**src/rtl/core/cct_pkg.sv**
```systemverilog
// ----------------------------------------------------------------------------
// cct_pkg
// Shared types, byte codes and date helpers for the CSV cell type classifier.
// ----------------------------------------------------------------------------
package cct_pkg;

   localparam int CHAR_W  = 8;
   localparam int INDEX_W = 8;
   localparam int LEN_W   = 4;

   localparam logic [CHAR_W-1:0] CHAR_NEWLINE    = 8'd10;
   localparam logic [CHAR_W-1:0] CHAR_PLUS       = 8'h2B;
   localparam logic [CHAR_W-1:0] CHAR_COMMA      = 8'h2C;
   localparam logic [CHAR_W-1:0] CHAR_MINUS      = 8'h2D;
   localparam logic [CHAR_W-1:0] CHAR_DOT        = 8'h2E;
   localparam logic [CHAR_W-1:0] CHAR_ZERO       = 8'h30;
   localparam logic [CHAR_W-1:0] CHAR_NINE       = 8'h39;
   localparam logic [CHAR_W-1:0] SEPARATOR_RESET = 8'h3B;

   localparam logic [LEN_W-1:0] LEN_MAX   = 4'd15;
   localparam logic [LEN_W-1:0] DATE_LEN  = 4'd10;
   localparam logic [LEN_W-1:0] DASH1_POS = 4'd4;
   localparam logic [LEN_W-1:0] DASH2_POS = 4'd7;

   localparam logic [INDEX_W-1:0] INDEX_MAX = 8'd255;

   typedef enum logic [1:0] {
      FT_DATE   = 2'd0,
      FT_NUMBER = 2'd1,
      FT_TEXT   = 2'd2
   } field_type_type;

   typedef struct packed {
      field_type_type        field_type;
      logic [INDEX_W-1:0]    field_index;
      logic                  line_end;
   } result_type;

   // true when the two bcd digits form a value divisible by 4
   function automatic logic bcd_pair_div4(input logic [3:0] tens, input logic [3:0] ones);
      logic even_ok;
      logic odd_ok;
      even_ok = (ones == 4'd0) || (ones == 4'd4) || (ones == 4'd8);
      odd_ok  = (ones == 4'd2) || (ones == 4'd6);
      return tens[0] ? odd_ok : even_ok;
   endfunction

   function automatic logic [4:0] month_days(input logic [3:0] month, input logic leap);
      logic [4:0] days;
      case (month)
         4'd2:    days = leap ? 5'd29 : 5'd28;
         4'd4:    days = 5'd30;
         4'd6:    days = 5'd30;
         4'd9:    days = 5'd30;
         4'd11:   days = 5'd30;
         default: days = 5'd31;
      endcase
      return days;
   endfunction

   function automatic logic date_ok(input logic [15:0] year, input logic [7:0] month,
                                    input logic [7:0] day);
      logic [6:0] mon;
      logic [6:0] dd;
      logic       low_zero;
      logic       leap;
      mon      = 7'(month[7:4]) * 7'd10 + 7'(month[3:0]);
      dd       = 7'(day[7:4]) * 7'd10 + 7'(day[3:0]);
      low_zero = (year[7:0] == 8'h00);
      // century years are leap only when the upper pair is divisible by 4
      leap     = low_zero ? bcd_pair_div4(year[15:12], year[11:8])
                          : bcd_pair_div4(year[7:4], year[3:0]);
      if (mon < 7'd1 || mon > 7'd12 || dd < 7'd1) begin
         return 1'b0;
      end
      return dd <= 7'(month_days(mon[3:0], leap));
   endfunction

endpackage

```
**src/rtl/core/cct_ifs.sv**
```systemverilog
// ----------------------------------------------------------------------------
// cct channel interfaces
// Valid/ready channels for bytes in, classification words out and the
// separator register write.
// ----------------------------------------------------------------------------
interface cct_req_if;
   logic                        valid;
   logic                        ready;
   logic [cct_pkg::CHAR_W-1:0]  char_in;

   modport source (output valid, output char_in, input ready);
   modport sink   (input valid, input char_in, output ready);
endinterface

interface cct_rsp_if;
   logic                         valid;
   logic                         ready;
   logic [1:0]                   field_type;
   logic [cct_pkg::INDEX_W-1:0]  field_index;
   logic                         line_end;

   modport source (output valid, output field_type, output field_index,
                   output line_end, input ready);
   modport sink   (input valid, input field_type, input field_index,
                   input line_end, output ready);
endinterface

interface cct_csr_if;
   logic                        valid;
   logic                        ready;
   logic [cct_pkg::CHAR_W-1:0]  data;

   modport source (output valid, output data, input ready);
   modport sink   (input valid, input data, output ready);
endinterface

```
**src/rtl/core/cct_field_tracker.sv**
```systemverilog
// ----------------------------------------------------------------------------
// cct_field_tracker
// Per-field shape tracking; classifies the open field when a separator or
// newline word arrives and updates the field position within the line.
// ----------------------------------------------------------------------------
module cct_field_tracker (
   input  logic                        clock,
   input  logic                        reset,
   input  logic                        take,
   input  logic [cct_pkg::CHAR_W-1:0]  char_in,
   input  logic [cct_pkg::CHAR_W-1:0]  separator,
   output logic                        close,
   output cct_pkg::result_type         result
);
   import cct_pkg::*;

   logic [LEN_W-1:0]   length_ff, length_in;
   logic               first_ok_ff, first_ok_in;
   logic [1:0]         sep_cnt_ff, sep_cnt_in;
   logic               num_bad_ff, num_bad_in;
   logic               shape_ok_ff, shape_ok_in;
   logic [15:0]        year_ff, year_in;
   logic [7:0]         month_ff, month_in;
   logic [7:0]         day_ff, day_in;
   logic [INDEX_W-1:0] index_ff, index_in;

   logic               newline;
   logic               digit;
   logic               is_dot;
   logic [3:0]         value;
   logic               number_ok;
   logic               is_date;

   assign newline = (char_in == CHAR_NEWLINE);
   assign close   = newline || (char_in == separator);
   assign digit   = (char_in >= CHAR_ZERO) && (char_in <= CHAR_NINE);
   assign is_dot  = (char_in == CHAR_DOT) || (char_in == CHAR_COMMA);
   assign value   = char_in[3:0];

   assign number_ok = (length_ff != '0) && first_ok_ff && (sep_cnt_ff <= 2'd1) && !num_bad_ff;
   assign is_date   = (length_ff == DATE_LEN) && shape_ok_ff
                      && date_ok(year_ff, month_ff, day_ff);

   always_comb begin
      result.field_type  = is_date ? FT_DATE : (number_ok ? FT_NUMBER : FT_TEXT);
      result.field_index = index_ff;
      result.line_end    = newline;
   end

   always_comb begin
      length_in   = length_ff;
      first_ok_in = first_ok_ff;
      sep_cnt_in  = sep_cnt_ff;
      num_bad_in  = num_bad_ff;
      shape_ok_in = shape_ok_ff;
      year_in     = year_ff;
      month_in    = month_ff;
      day_in      = day_ff;
      index_in    = index_ff;
      if (take && close) begin
         length_in   = '0;
         first_ok_in = 1'b0;
         sep_cnt_in  = '0;
         num_bad_in  = 1'b0;
         shape_ok_in = 1'b1;
         year_in     = '0;
         month_in    = '0;
         day_in      = '0;
         if (newline) begin
            index_in = '0;
         end else if (index_ff != INDEX_MAX) begin
            index_in = index_ff + 1'b1;
         end
      end else if (take) begin
         // number shape
         if (length_ff == '0) begin
            first_ok_in = digit || (char_in == CHAR_PLUS) || (char_in == CHAR_MINUS);
         end else if (is_dot) begin
            if (sep_cnt_ff != 2'd2) begin
               sep_cnt_in = sep_cnt_ff + 1'b1;
            end
         end else if (!digit) begin
            num_bad_in = 1'b1;
         end
         // date shape, YYYY-MM-DD
         if (length_ff < DATE_LEN) begin
            if (length_ff == DASH1_POS || length_ff == DASH2_POS) begin
               if (char_in != CHAR_MINUS) begin
                  shape_ok_in = 1'b0;
               end
            end else if (!digit) begin
               shape_ok_in = 1'b0;
            end else if (length_ff < DASH1_POS) begin
               year_in = {year_ff[11:0], value};
            end else if (length_ff < DASH2_POS) begin
               month_in = {month_ff[3:0], value};
            end else begin
               day_in = {day_ff[3:0], value};
            end
         end else begin
            shape_ok_in = 1'b0;
         end
         if (length_ff != LEN_MAX) begin
            length_in = length_ff + 1'b1;
         end
      end
   end

   always_ff @(posedge clock) begin
      if (reset) begin
         length_ff   <= '0;
         first_ok_ff <= 1'b0;
         sep_cnt_ff  <= '0;
         num_bad_ff  <= 1'b0;
         shape_ok_ff <= 1'b1;
         year_ff     <= '0;
         month_ff    <= '0;
         day_ff      <= '0;
         index_ff    <= '0;
      end else begin
         length_ff   <= length_in;
         first_ok_ff <= first_ok_in;
         sep_cnt_ff  <= sep_cnt_in;
         num_bad_ff  <= num_bad_in;
         shape_ok_ff <= shape_ok_in;
         year_ff     <= year_in;
         month_ff    <= month_in;
         day_ff      <= day_in;
         index_ff    <= index_in;
      end
   end

endmodule

```
**src/rtl/core/csv_cell_type_classifier.sv**
```systemverilog
// ----------------------------------------------------------------------------
// csv_cell_type_classifier
// Classifies each CSV field as date, number or text as its bytes stream in.
// ----------------------------------------------------------------------------
//   channel  dir  payload                              word
//   req      in   char_in                              one text byte
//   rsp      out  field_type, field_index, line_end    one closed field
//   csr      in   data                                 separator byte
//
// one byte per cycle while req is ready; a separator or newline byte gives its
// result in the cycle after acceptance, from the field state registers into the
// output register. req is ready whenever the output register is empty or being
// drained, so a stalled rsp blocks input only while a result is held.
// reset clears the field state and sets the separator to ';'. csr is always
// ready.
module csv_cell_type_classifier (
   input  logic       clock,
   input  logic       reset,
   cct_req_if.sink    req,
   cct_rsp_if.source  rsp,
   cct_csr_if.sink    csr
);
   import cct_pkg::*;

   logic [CHAR_W-1:0] separator_ff;
   logic              rsp_valid_ff, rsp_valid_in;
   result_type        rsp_data_ff;
   logic              take;
   logic              close;
   result_type        result;

   assign req.ready = !rsp_valid_ff || rsp.ready;
   assign csr.ready = 1'b1;
   assign take      = req.valid && req.ready;

   cct_field_tracker u_tracker (
      .clock     (clock),
      .reset     (reset),
      .take      (take),
      .char_in   (req.char_in),
      .separator (separator_ff),
      .close     (close),
      .result    (result)
   );

   always_comb begin
      rsp_valid_in = rsp_valid_ff;
      if (take && close) begin
         rsp_valid_in = 1'b1;
      end else if (rsp.ready) begin
         rsp_valid_in = 1'b0;
      end
   end

   always_ff @(posedge clock) begin
      if (reset) begin
         rsp_valid_ff <= 1'b0;
         separator_ff <= SEPARATOR_RESET;
      end else begin
         rsp_valid_ff <= rsp_valid_in;
         if (csr.valid) begin
            separator_ff <= csr.data;
         end
      end
   end

   always_ff @(posedge clock) begin
      if (take && close) begin
         rsp_data_ff <= result;
      end
   end

   assign rsp.valid       = rsp_valid_ff;
   assign rsp.field_type  = rsp_data_ff.field_type;
   assign rsp.field_index = rsp_data_ff.field_index;
   assign rsp.line_end    = rsp_data_ff.line_end;

   // newline always closes a field and marks the end of the line
   a_newline_result : assert property (@(posedge clock) disable iff (reset)
      take && req.char_in == CHAR_NEWLINE |=> rsp.valid && rsp.line_end)
      else $error("newline did not produce a line-end result");

   // an ordinary byte leaves the output register empty
   a_no_spurious : assert property (@(posedge clock) disable iff (reset)
      take && !close |=> !rsp.valid)
      else $error("result produced for a non-closing byte");

   // a separator that is not newline never marks the line end
   a_sep_not_end : assert property (@(posedge clock) disable iff (reset)
      take && close && req.char_in != CHAR_NEWLINE |=> rsp.valid && !rsp.line_end)
      else $error("separator result marked as line end");

endmodule
```
**src/flat_wrapper.sv**
```systemverilog
// flat-port wrapper written by rule: the top's interface ports become plain ports
module csv_cell_type_classifier_flat import cct_pkg::*;
  (clock, reset, req_valid, req_char_in, req_ready, rsp_valid, rsp_field_type, rsp_field_index, rsp_line_end, rsp_ready, csr_valid, csr_data, csr_ready);
  cct_req_if req_i ();
  cct_rsp_if rsp_i ();
  cct_csr_if csr_i ();
  input  logic clock;
  input  logic reset;
  input wire logic [$bits(req_i.valid)-1:0] req_valid;
  input wire logic [$bits(req_i.char_in)-1:0] req_char_in;
  output wire logic [$bits(req_i.ready)-1:0] req_ready;
  output wire logic [$bits(rsp_i.valid)-1:0] rsp_valid;
  output wire logic [$bits(rsp_i.field_type)-1:0] rsp_field_type;
  output wire logic [$bits(rsp_i.field_index)-1:0] rsp_field_index;
  output wire logic [$bits(rsp_i.line_end)-1:0] rsp_line_end;
  input wire logic [$bits(rsp_i.ready)-1:0] rsp_ready;
  input wire logic [$bits(csr_i.valid)-1:0] csr_valid;
  input wire logic [$bits(csr_i.data)-1:0] csr_data;
  output wire logic [$bits(csr_i.ready)-1:0] csr_ready;
  assign req_i.valid = req_valid;
  assign req_i.char_in = req_char_in;
  assign req_ready = req_i.ready;
  assign rsp_valid = rsp_i.valid;
  assign rsp_field_type = rsp_i.field_type;
  assign rsp_field_index = rsp_i.field_index;
  assign rsp_line_end = rsp_i.line_end;
  assign rsp_i.ready = rsp_ready;
  assign csr_i.valid = csr_valid;
  assign csr_i.data = csr_data;
  assign csr_ready = csr_i.ready;
  csv_cell_type_classifier u_core (.clock(clock), .reset(reset), .req(req_i), .rsp(rsp_i), .csr(csr_i));
endmodule
```
**config.mk**
```make
export PLATFORM = sky130hd
export DESIGN_NAME = csv_cell_type_classifier_flat
export DESIGN_NICKNAME = d
export VERILOG_FILES = /design/src/rtl/core/cct_pkg.sv /design/src/rtl/core/cct_ifs.sv /design/src/rtl/core/cct_field_tracker.sv /design/src/rtl/core/csv_cell_type_classifier.sv /design/src/flat_wrapper.sv
export SDC_FILE = /design/constraint.sdc
export NUM_CORES = 1
export LEC_CHECK = 0
export ABC_AREA = 1
export BUFFER_PORTS_ARGS = -buffer_cell sky130_fd_sc_hd__clkbuf_2
export CAP_MARGIN = 20
export CORE_ASPECT_RATIO = 0.7
export CORE_MARGIN = 1
export CORE_UTILIZATION = 62
export CTS_BUF_LIST = sky130_fd_sc_hd__clkbuf_4 sky130_fd_sc_hd__clkbuf_8
export CTS_CLUSTER_SIZE = 16
export DETAILED_ROUTE_END_ITERATION = 16
export GPL_ROUTABILITY_DRIVEN = 1
export PLACE_DENSITY = 0.83
export SLEW_MARGIN = 5
export SYNTH_ARGS = -nofsm -noshare
export SYNTH_HDL_FRONTEND = slang
export SYNTH_HIERARCHICAL = 1
export SYNTH_SLANG_ARGS = --single-unit
```
**constraint.sdc**
```tcl
create_clock -name clock -period 2.9 [get_ports clock]
set_input_delay 0.145 -clock clock [delete_from_list [all_inputs] [get_ports clock]]
set_output_delay 0.145 -clock clock [all_outputs]
set_load 0.05 [all_outputs]
```
### Word level (Yosys, flattened, before mapping)

Index checks and enable logic that the tools add are counted.

* register bits: 66
* output and inout port bits: 14
* bits of input ports: 21
* word-level logic and storage cells: 125

* reductions and logical operators: 42
* magnitude comparators: 10
* $mul: 2
* bitwise logic cells: 6
* muxes and demuxes: 18
* add/sub/neg operators: 5
* equal/unequal tests: 28

Operators by type and width (count)
* $eq A4 B3 Y1 const B: 8
* $eq A8 B6 Y1 const B: 4
* $eq A4 B4 Y1 const B: 5
* $mux W8: 2
* $add A7 B4 Y7: 2
* $logic_or A1 B1 Y1: 14
* $lt A7 B1 Y1 const B: 2
* $mux W1: 13
* $eq A4 B2 Y1 const B: 3
* $logic_not A4 Y1: 3
* $mul A4 B3 Y6 const B: 2
* $reduce_and A6 Y1: 2
* $add A8 B1 Y8 const B: 1
* $eq A8 B4 Y1 const B: 1
* $eq A8 B8 Y1: 1
* $ge A8 B6 Y1 const B: 1
* $le A8 B6 Y1 const B: 1
* $logic_and A1 B1 Y1: 8
* $logic_not A8 Y1: 1
* $lt A4 B3 Y1 const B: 2
* $ne A8 B6 Y1 const B: 1
* $ne A8 B8 Y1 const B: 1
* $reduce_and A4 Y1: 2
* $gt A7 B4 Y1 const B: 1
* other kinds (20): 30

### Longest topological paths before layout

Gate-level depths: netlist (run 1).

* depth after elaboration: 11
* mapped depth: 15
* depth with buffers taken out: 14

### Cells and area by module

The synthesis (run 1) kept the hierarchy.

Modules (own cells, without submodules)
* cct_field_tracker: instances 1, area each 3110.5 µm², cells each 444, seq. area each 920.9 µm²
* csv_cell_type_classifier: instances 1, area each 698.2 µm², cells each 59, seq. area each 510.5 µm²

### Least setup slack after synthesis (run 1)

No wires, ideal clock.

* kind: reg-to-reg
* start: register u_core.u_tracker.month_ff[6]
* end: register u_core.rsp_data_ff, in the netlist u_core/rsp.field_type[1], data pin
* clock period less this slack: 2.542 ns
* stages on the path, launching flop included: 16
* path slack: 0.358 ns
* path buffers: 1
* library setup time: 0.266 ns
* data required time: 2.634 ns
* data arrival time: 2.276 ns
* cell sequence: dfxtp_1 > ha_1 > ha_1 > clkbuf_1 > xnor2_1 > nand3_1 > a41oi_1 > a21oi_1 > ha_1 > nand2_1 > nand4_1 > nand3_1 > nand2_1 > nand2_1 > nor2_1 > nor2_1

* word-level cells in the longest chain between the ends: 9
* elaborated cells on any way between the ends: 18
* those cells by class: 1 x add/sub; 1 x mul; 3 x order compare; 5 x eq/ne; 4 x mux; 4 x reduce/logical

Ends and longest elaborated chain
* start, declared: RTL line cct_field_tracker.sv:23 `logic [7:0] month_ff, month_in;`
* start signal, assigned: RTL line cct_field_tracker.sv:127 `month_ff <= month_in;`
* $mul A4 B3 Y6 (*): RTL line cct_pkg.sv:67 `mon = 7'(month[7:4]) * 7'd10 + 7'(month[3:0]);`
* $add A7 B4 Y7 (*): RTL line cct_pkg.sv:67
* $eq A4 B4 Y1 or $eq A4 B3 Y1 (tied branches): RTL line cct_pkg.sv:50 `case (month)`
* $reduce_or A4 Y1 (no source line)
* $pmux W2 S2: RTL line cct_pkg.sv:50
* $mux W5: RTL line cct_pkg.sv:76 `return dd <= 7'(month_days(mon[3:0], leap));`
* $le A7 B5 Y1: RTL line cct_pkg.sv:76
* $mux W1 (*): RTL line cct_pkg.sv:76
* $logic_and A1 B1 Y1 (*): RTL line cct_field_tracker.sv:42 `&& date_ok(year_ff, month_ff, day_ff);`
* end signal, assigned: RTL line csv_cell_type_classifier.sv:69 `rsp_data_ff <= result;`
* end, declared: RTL line csv_cell_type_classifier.sv:27 `result_type rsp_data_ff;`

Every way passes the cells marked *; elsewhere a longest branch is shown, timed or not. The select of a mux whose other input is x is not followed.
A chain may end at the register's enable or synchronous reset.

### Worst setup path after layout (run 1)

* start: register u_core.u_tracker.month_ff[1]
* end: register u_core.rsp_data_ff, in the netlist u_core/rsp.field_type[1], data pin

* word-level cells in the longest chain between the ends: 8
* elaborated cells on any way between the ends: 17
* those cells by class: 1 x add/sub; 3 x order compare; 5 x eq/ne; 4 x mux; 4 x reduce/logical

Ends and longest elaborated chain (RTL line)
* $add A7 B4 Y7 (*): cct_pkg.sv:67
* $eq A4 B4 Y1 or $eq A4 B3 Y1 (tied branches): cct_pkg.sv:50
* $reduce_or A4 Y1 (no source line)
* $pmux W2 S2: cct_pkg.sv:50
* $mux W5: cct_pkg.sv:76
* $le A7 B5 Y1: cct_pkg.sv:76
* $mux W1 (*): cct_pkg.sv:76
* $logic_and A1 B1 Y1 (*): cct_field_tracker.sv:42

Marks and branches as above.

==> results of run 1 <==
## registers in the layout, indices dropped and copies added (netlist names), 2 cells and up
register / flops
u_core/u_tracker/month_ff: 8
u_core/u_tracker/length_ff: 4
u_core/u_tracker/sep_cnt_ff: 2
u_core/rsp.field_type: 2
u_core/u_tracker/year_ff: 13
u_core/u_tracker/day_ff: 8
u_core/rsp.field_index: 8
u_core/u_tracker/index_ff: 8
u_core/separator_ff: 8
## layer usage
layer,vias to the layer above,global-route usage
met4,0,0.09515
met2,120,0.3848
li1,1711,-
met5,-,0
met1,1528,0.3685
met3,11,0.07320
## how the worst max path moves through the flow
stage	start	slack (ns)	endpoint	depth (start not counted)
after floorplan	u_core/u_tracker/month_ff[6]$_SDFFE_PP0P_	0.36	u_core/rsp.field_type[1]$_DFFE_PP_	15
after global placement	u_core/u_tracker/month_ff[6]$_SDFFE_PP0P_	0.31	u_core/rsp.field_type[1]$_DFFE_PP_	14
after detailed placement	u_core/u_tracker/month_ff[6]$_SDFFE_PP0P_	0.16	u_core/rsp.field_type[1]$_DFFE_PP_	14
after CTS	u_core/u_tracker/month_ff[4]$_SDFFE_PP0P_	0.14	u_core/rsp.field_type[1]$_DFFE_PP_	14
after global routing	u_core/u_tracker/month_ff[1]$_SDFFE_PP0P_	0.01	u_core/rsp.field_type[1]$_DFFE_PP_	14
final	u_core/u_tracker/month_ff[1]$_SDFFE_PP0P_	0.18	u_core/rsp.field_type[1]$_DFFE_PP_	14
## cells by family after synthesis
group | Yosys count
xor gates and xnor gates | 16
other | 1
buffers and inverters | 77
and+or+nand+nor | 253
adders and majority gates | 24
DFF | 66
AOI/OAI and AO/OA | 66
## cells in the mapped netlist, types with 6 or more instances
| cell type | instances |
|---|---|
| ha_1 | 20 |
| xor2_1 | 10 |
| edfxtp_1 | 11 |
| a31oi_1 | 7 |
| o21ai_0 | 13 |
| nand2_1 | 98 |
| nor2_2 | 18 |
| nor3_1 | 11 |
| dfxtp_1 | 55 |
| nor2_1 | 64 |
| inv_1 | 60 |
| nand4_1 | 13 |
| a21oi_2 | 7 |
| nand3_1 | 32 |
| xnor2_1 | 6 |
| a21oi_1 | 30 |
## power groups by stage
stage	Clock, mW	Combinational, mW	Sequential (mW)
finish	0.672	0.131	0.953
floorplan	0	0.0904	0.972
global placement	0	0.125	0.973
detailed placement	0	0.128	0.974
CTS	0.678	0.129	0.953
global route	0.724	0.146	0.954
## layout make-up
type | instances | area (um^2) | share of cell area
Clock inverter | 5 | 31.28 | 0.007447
Clock buffer | 11 | 138.9 | 0.03307
Tap cell | 75 | 93.84 | 0.02234
Timing Repair Buffer | 37 | 197.7 | 0.04707
Multi-Input combinational cell | 360 | 2054 | 0.4891
Inverter | 65 | 251.5 | 0.05987
Sequential cell | 66 | 1433 | 0.3411
## worst max-delay path, cell delays in order, from the launching register on
cell     delay, ns
dfxtp_1       0.36
ha_2          0.22
fa_2          0.48
nor2_2        0.13
nand3_1       0.13
a41oi_1       0.22
a21oi_1       0.12
ha_1          0.28
nand2_1       0.05
nand4_1       0.08
nand3_1       0.07
nand2_1       0.06
nand2_1       0.06
nor2_2        0.14
nor2_1        0.06
## per-stage QoR
| stage | cell area, um^2 | hold slack [ns] | power, mW | setup slack (ns) | cells |
|---|---|---|---|---|---|
| floorplan | 3809 | 0.2141 | 1.063 | 0.3582 | 503 |
| finish | 4200 | 0.01476 | 1.756 | 0.1813 | 619 |
| CTS | 4169 | 0.0004939 | 1.760 | 0.1369 | 618 |
| global route | 4200 | 0.01213 | 1.825 | 0.01154 | 619 |
| global placement | 3999 | 0.3555 | 1.099 | 0.3067 | 602 |
| detailed placement | 3999 | 0.3628 | 1.102 | 0.1635 | 602 |
## repair_timing
action                                  in CTS  in global routing
endpoints found under the setup margin       0                  2
endpoints found under the hold margin        0                  1
gates resized for setup                      0                  7
hold buffers                                 0                  1
==> results.py, run 1 <==
metrics = {
    "route": {
        "via_per_inst": 5.444,
        "vias": 3370,
        "drt-met1-wl_mm": 3.814,
        "drt-initial-drc-count": 316,
        "drt_wl_total_mm": 7.906,
        "ant_nets": 0,
        "routed-wl-met2_mm": 3.488,
        "dr.pass1.iters": 6,
        "top_layer_used": "met4",
        "drc": 0,
        "wl_met3_um": 514,
        "wl_per_cell_um": 12.77,
    },
    "finish": {
        "layout_common_cells": "nand2_1 (98), nor2_1 (62), inv_1 (60)",
        "syn2layout_area_growth_pct": 10.28,
        "nNetsFinal": 584,
        "fillCellCount": 450,
        "final_common_cell": "nand2_1",
        "drive_gt1_frac": 0.1857,
        "fin_util": 0.7226,
        "diodes": 0,
    },
    "floorplan": {
        "die_x_um": 95.68,
        "core-area_mm2": 0.005813,
        "die_area_mm2": 0.006466,
        "die_h_um": 67.58,
        "io_pins": 35,
        "start_util": 0.6552,
        "row_count": 23,
    },
    "power_and_ir_drop": {
        "peakVddDrop_uv": 294.9,
        "p_per_area_mw_per_mm2": 418.1,
        "internal-power_mw": 1.312,
        "p_leak_nw": 1.961,
        "p_sw_mw": 0.4443,
        "swShare": 0.2530,
        "pwr-share-clk": 0.383,
        "power_frac_seq": 0.543,
        "comb_power_share": 0.075,
    },
    "clocking": {
        "cts.clk_slew.worst_paths_ns": 0.07,
        "clock_path_buffers": 2,
        "insertion_delay_ns": 0.34,
        "post_cts_buffers": 0,
        "cts_root_buf": "clkbuf_8",
        "cts_buffers": 9,
        "htreeDepth": 3,
        "tritoncts": "built",
        "cts.sinks": 66,
    },
    "global_routing": {
        "grt_pass1_vias": 2916,
        "grt_start_max_net_pins": 38,
        "antenna_found_initial": 0,
        "track_usage": 0.2628,
        "grt-ovfl-total": 0,
        "grt_pass1_wl_mm": 13.03,
    },
    "logic_synthesis": {
        "synth_adder_area_share": 0.08673,
        "synth_edf_count": 11,
        "synth_top_area_frac": 0.2891,
        "synth_area_leader_cell": "dfxtp_1",
        "synth.cell_area_mm2": 0.003809,
        "async_flop_share": 0,
        "synthMuxAreaShare": 0,
        "ys.flop_type": "dfxtp_1",
        "synth_compound_area_frac": 0.1005,
        "synthesis.nets": 548,
        "yosysSeqAreaShare": 0.3758,
        "synth.avg_cell_area_um2": 7.572,
        "synth_top_family_by_area": "simple AND/OR/NAND/NOR gates",
        "synthSimpleGateAreaFrac": 0.3091,
        "synth_cells": 503,
        "yosysWarnings": 6,
        "synth.area.top_cells": "dfxtp_1 (29%), nand2_1 (9.7%), edfxtp_1 (8.7%)",
        "ys_ff_latch": 66,
        "synth-xor-area-share": 0.03679,
        "ys_types": 40,
    },
    "critical_path": {
        "r2r_setup_slack_ns": 0.18,
        "required_ns": 2.97,
        "cp-end-kind": "flop",
        "r2r-end": "u_core/rsp.field_type[1]$_DFFE_PP_",
        "startpoint_type": "flop",
        "r2r-start": "u_core/u_tracker/month_ff[1]$_SDFFE_PP0P_",
        "cp.arrival_ns": 2.79,
        "crit_type": "flop to flop",
        "crit_fanout": 4,
        "reg2regPathDepth": 14,
    },
    "place": {
        "hpwl_mm": 5.875,
        "port_buffers": 33,
        "routabilityCongestion": 0.8686,
    },
    "timing": {
        "worst_slew_pin_slew_ns": 0.7844,
        "clock.fmax_mhz": 367.8,
        "setup_tns_ns": 0,
        "finalSetupViolCount": 0,
        "post-route-min-period_ns": 2.719,
        "drv_slew": 0,
        "hold_violations": 0,
        "skew_ns": 0.006995,
        "fin_crit_sh": 0.9375,
        "rsz0062_at_grt": "false",
        "maxSlewHeadroom": 0.4752,
    },
    "status": {
        "status": "completed",
    },
    "hold_path": {
        "worstHoldEndpoint": "u_core/separator_ff[3]$_SDFFE_PP1P_",
        "hold_class": "input port to flop",
        "min_path_cells": 3,
        "hp-start": "csr_data[3]",
    },
    "job": {
        "maxCapViolations": 0,
    },
}
Power figures use the tool's default switching activity.
==> run 2: changes to the inputs <==
Settings changed: ABC_AREA 1 to default, CORE_UTILIZATION 62 to 61, PLACE_DENSITY 0.83 to 0.82.
==> results.py, run 2 <==
metrics = {
    "finish": {
        "layout_common_cells": "dfxtp_1 (53), nor2_1 (41), mux2i_1 (34)",
        "multi_input_area_mm2": 0.001984,
        "largest-register": "u_core/u_tracker/year_ff",
        "syn2layout_area_growth_pct": 13.41,
        "largest_register_ffs": 13,
        "fillCellCount": 409,
        "diodes": 0,
        "drive_gt1_frac": 0.2073,
        "final_common_cell": "dfxtp_1",
        "nNetsFinal": 426,
        "regArea_mm2": 0.001434,
    },
    "logic_synthesis": {
        "ys_top_cells_by_count": "dfxtp_1 (55), nor2_1 (41), mux2i_1 (34)",
        "yosysWarnings": 6,
        "synth.avg_cell_area_um2": 10.11,
        "yosysSeqAreaShare": 0.4081,
        "synth.most_common_cell": "dfxtp_1",
        "ys_types": 64,
        "async_flop_share": 0,
        "synth_area_leader_cell": "dfxtp_1",
        "synth_edf_count": 11,
        "ys.flop_type": "dfxtp_1",
        "synth.cell_area_mm2": 0.003507,
        "synth_top_area_frac": 0.3139,
        "synthesis.nets": 392,
        "ys_ff_latch": 66,
        "synth_cells": 347,
        "synth.area.top_cells": "dfxtp_1 (31%), mux2i_1 (9.7%), edfxtp_1 (9.4%)",
    },
    "critical_path": {
        "crit_chain": "or4_1 -> o31ai_2 -> a31oi_1 -> o31a_1 -> ha_1 -> nand2_1 -> o2111a_1 -> a211o_1 -> a2bb2oi_2 -> a21boi_0",
        "critical-path-max-stage-delay_ns": 0.55,
        "cp.arrival_ns": 2.83,
        "cp-end-kind": "flop",
        "crit_fanout": 3,
        "crit_slowest_cell": "or4_1",
        "crit_type": "flop to flop",
        "required_ns": 2.97,
        "startpoint_type": "flop",
    },
    "place": {
        "hpwl_mm": 5.053,
        "routabilityCongestion": 0.8249,
        "dp_slack_ns": -0.02735,
        "port_buffers": 33,
    },
    "floorplan": {
        "core-area_mm2": 0.005395,
        "die_area_mm2": 0.006061,
        "die_x_um": 92.63,
        "die_h_um": 65.44,
        "start_util": 0.6500,
        "row_count": 22,
        "io_pins": 35,
    },
    "global_routing": {
        "grt_pass1_vias": 2482,
        "grt_pass1_wl_mm": 11.98,
        "antenna_found_initial": 0,
        "grt-ovfl-total": 0,
        "grt_start_max_net_pins": 38,
        "track_usage": 0.2620,
    },
    "status": {
        "status": "completed",
    },
    "timing": {
        "finalSetupViolCount": 0,
        "skew_ns": 0.005577,
        "holdWs_ns": 0.009894,
        "maxSlewHeadroom": 0.5857,
        "worst_slack_ns": 0.1449,
        "post-route-min-period_ns": 2.755,
        "clock.fmax_mhz": 363.0,
        "drv_slew": 0,
        "worst_slew_pin_slew_ns": 0.6058,
        "fin_crit_sh": 0.9500,
        "hold_violations": 0,
    },
    "clocking": {
        "clock_path_buffers": 2,
        "insertion_delay_ns": 0.35,
        "cts.clk_slew.worst_paths_ns": 0.07,
        "cts.sinks": 66,
        "htreeDepth": 3,
        "post_cts_buffers": 0,
        "cts_root_buf": "clkbuf_8",
        "cts_buffers": 9,
        "tritoncts": "built",
    },
    "route": {
        "drt-initial-drc-count": 167,
        "vias": 2685,
        "drc": 0,
        "dr.pass1.iters": 5,
        "drt_wl_total_mm": 7.229,
        "wl_per_cell_um": 15.78,
        "via_per_inst": 5.862,
        "ant_nets": 0,
    },
    "power_and_ir_drop": {
        "power_frac_seq": 0.513,
        "swShare": 0.2445,
        "p_per_area_mw_per_mm2": 466.7,
        "comb_power_share": 0.069,
        "pwr-share-clk": 0.417,
        "peakVddDrop_uv": 424.3,
        "internal-power_mw": 1.402,
        "p_leak_nw": 1.609,
        "p_sw_mw": 0.4539,
        "fin_total_pwr_mw": 1.856,
    },
    "hold_path": {
        "hold_class": "input port to flop",
    },
    "job": {
        "maxCapViolations": 0,
    },
}
==> run 2: routing by layer <==
| metal | track usage | wire (um) | vias to the layer above |
|---|---|---|---|
| li1 | - | - | 1323 |
| met1 | 0.3551 | 3543 | 1277 |
| met2 | 0.4000 | 3223 | 72 |
| met3 | 0.06713 | 363 | 13 |
| met4 | 0.1096 | 98 | 0 |
| met5 | 0 | 0 | - |
==> run 2: cell families after synthesis <==
group / share of synthesized area
mux: 0.1003
buf+inv: 0.03996
fa+ha+maj: 0.09419
other cells: 0.001069
flops: 0.4081
compound gates: 0.1163
xor+xnor: 0.04995
simple gates: 0.1902
==> run 2: worst max-delay path: cells and delay by family, from the launching register on <==
family | cells | cell delay, ns
flip-flops | 1 | 0.32
adder cells (fa/ha/maj) | 1 | 0.28
AND/OR/NAND/NOR | 2 | 0.60
AO/OA/AOI/OAI | 7 | 1.28
==> run 2: timing repair <==
| action | in CTS | in global routing |
|---|---|---|
| endpoints found under the hold margin | 2 | 0 |
| resized for setup | 1 | 8 |
| pin swaps | 0 | 3 |
| hold buffers | 2 | 0 |
| endpoints found under the setup margin | 2 | 2 |
==> run 2: per-stage QoR <==
stage	utilization	setup TNS (ns)	std cells	instance area, um^2
2_1_floorplan	-	0	347	3507
3_3_place_gp	0.6885	0	440	3715
3_5_place_dp	0.6885	-0.03252	440	3715
4_1_cts	0.7301	0	458	3939
5_1_grt	0.7372	-0.0003639	458	3978
6_report	0.7372	0	458	3978
==> run 2: layout make-up <==
| type | count | share of cell area |
|---|---|---|
| Clock buffer | 10 | 0.03303 |
| Clock inverter | 6 | 0.01667 |
| Inverter | 9 | 0.008493 |
| Multi-Input combinational cell | 253 | 0.4989 |
| Sequential cell | 66 | 0.3605 |
| Tap cell | 72 | 0.02265 |
| Timing Repair Buffer | 42 | 0.05977 |
==> run 2: power by group through the flow <==
| stage | sequential, mW | clock (mW) | combinational [mW] |
|---|---|---|---|
| finish | 0.953 | 0.775 | 0.128 |
| global route | 0.954 | 0.829 | 0.141 |
| CTS | 0.953 | 0.791 | 0.128 |
| detailed placement | 0.974 | 0 | 0.124 |
| global placement | 0.973 | 0 | 0.121 |
| floorplan | 0.973 | 0 | 0.0890 |
==> run 2: final timing paths <==
check / to / depth (start not counted) / slack [ns] / start
max reg2reg: u_core/rsp.field_type[1]$_DFFE_PP_ / 10 / 0.14 / u_core/u_tracker/year_ff[6]$_SDFFE_PP0P_
max: u_core/rsp.field_type[1]$_DFFE_PP_ / 10 / 0.14 / u_core/u_tracker/year_ff[6]$_SDFFE_PP0P_
min: u_core/separator_ff[3]$_SDFFE_PP1P_ / 2 / 0.01 / csr_data[3]
min reg2reg: u_core/u_tracker/num_bad_ff$_SDFFE_PP0P_ / 2 / 0.49 / u_core/u_tracker/num_bad_ff$_SDFFE_PP0P_
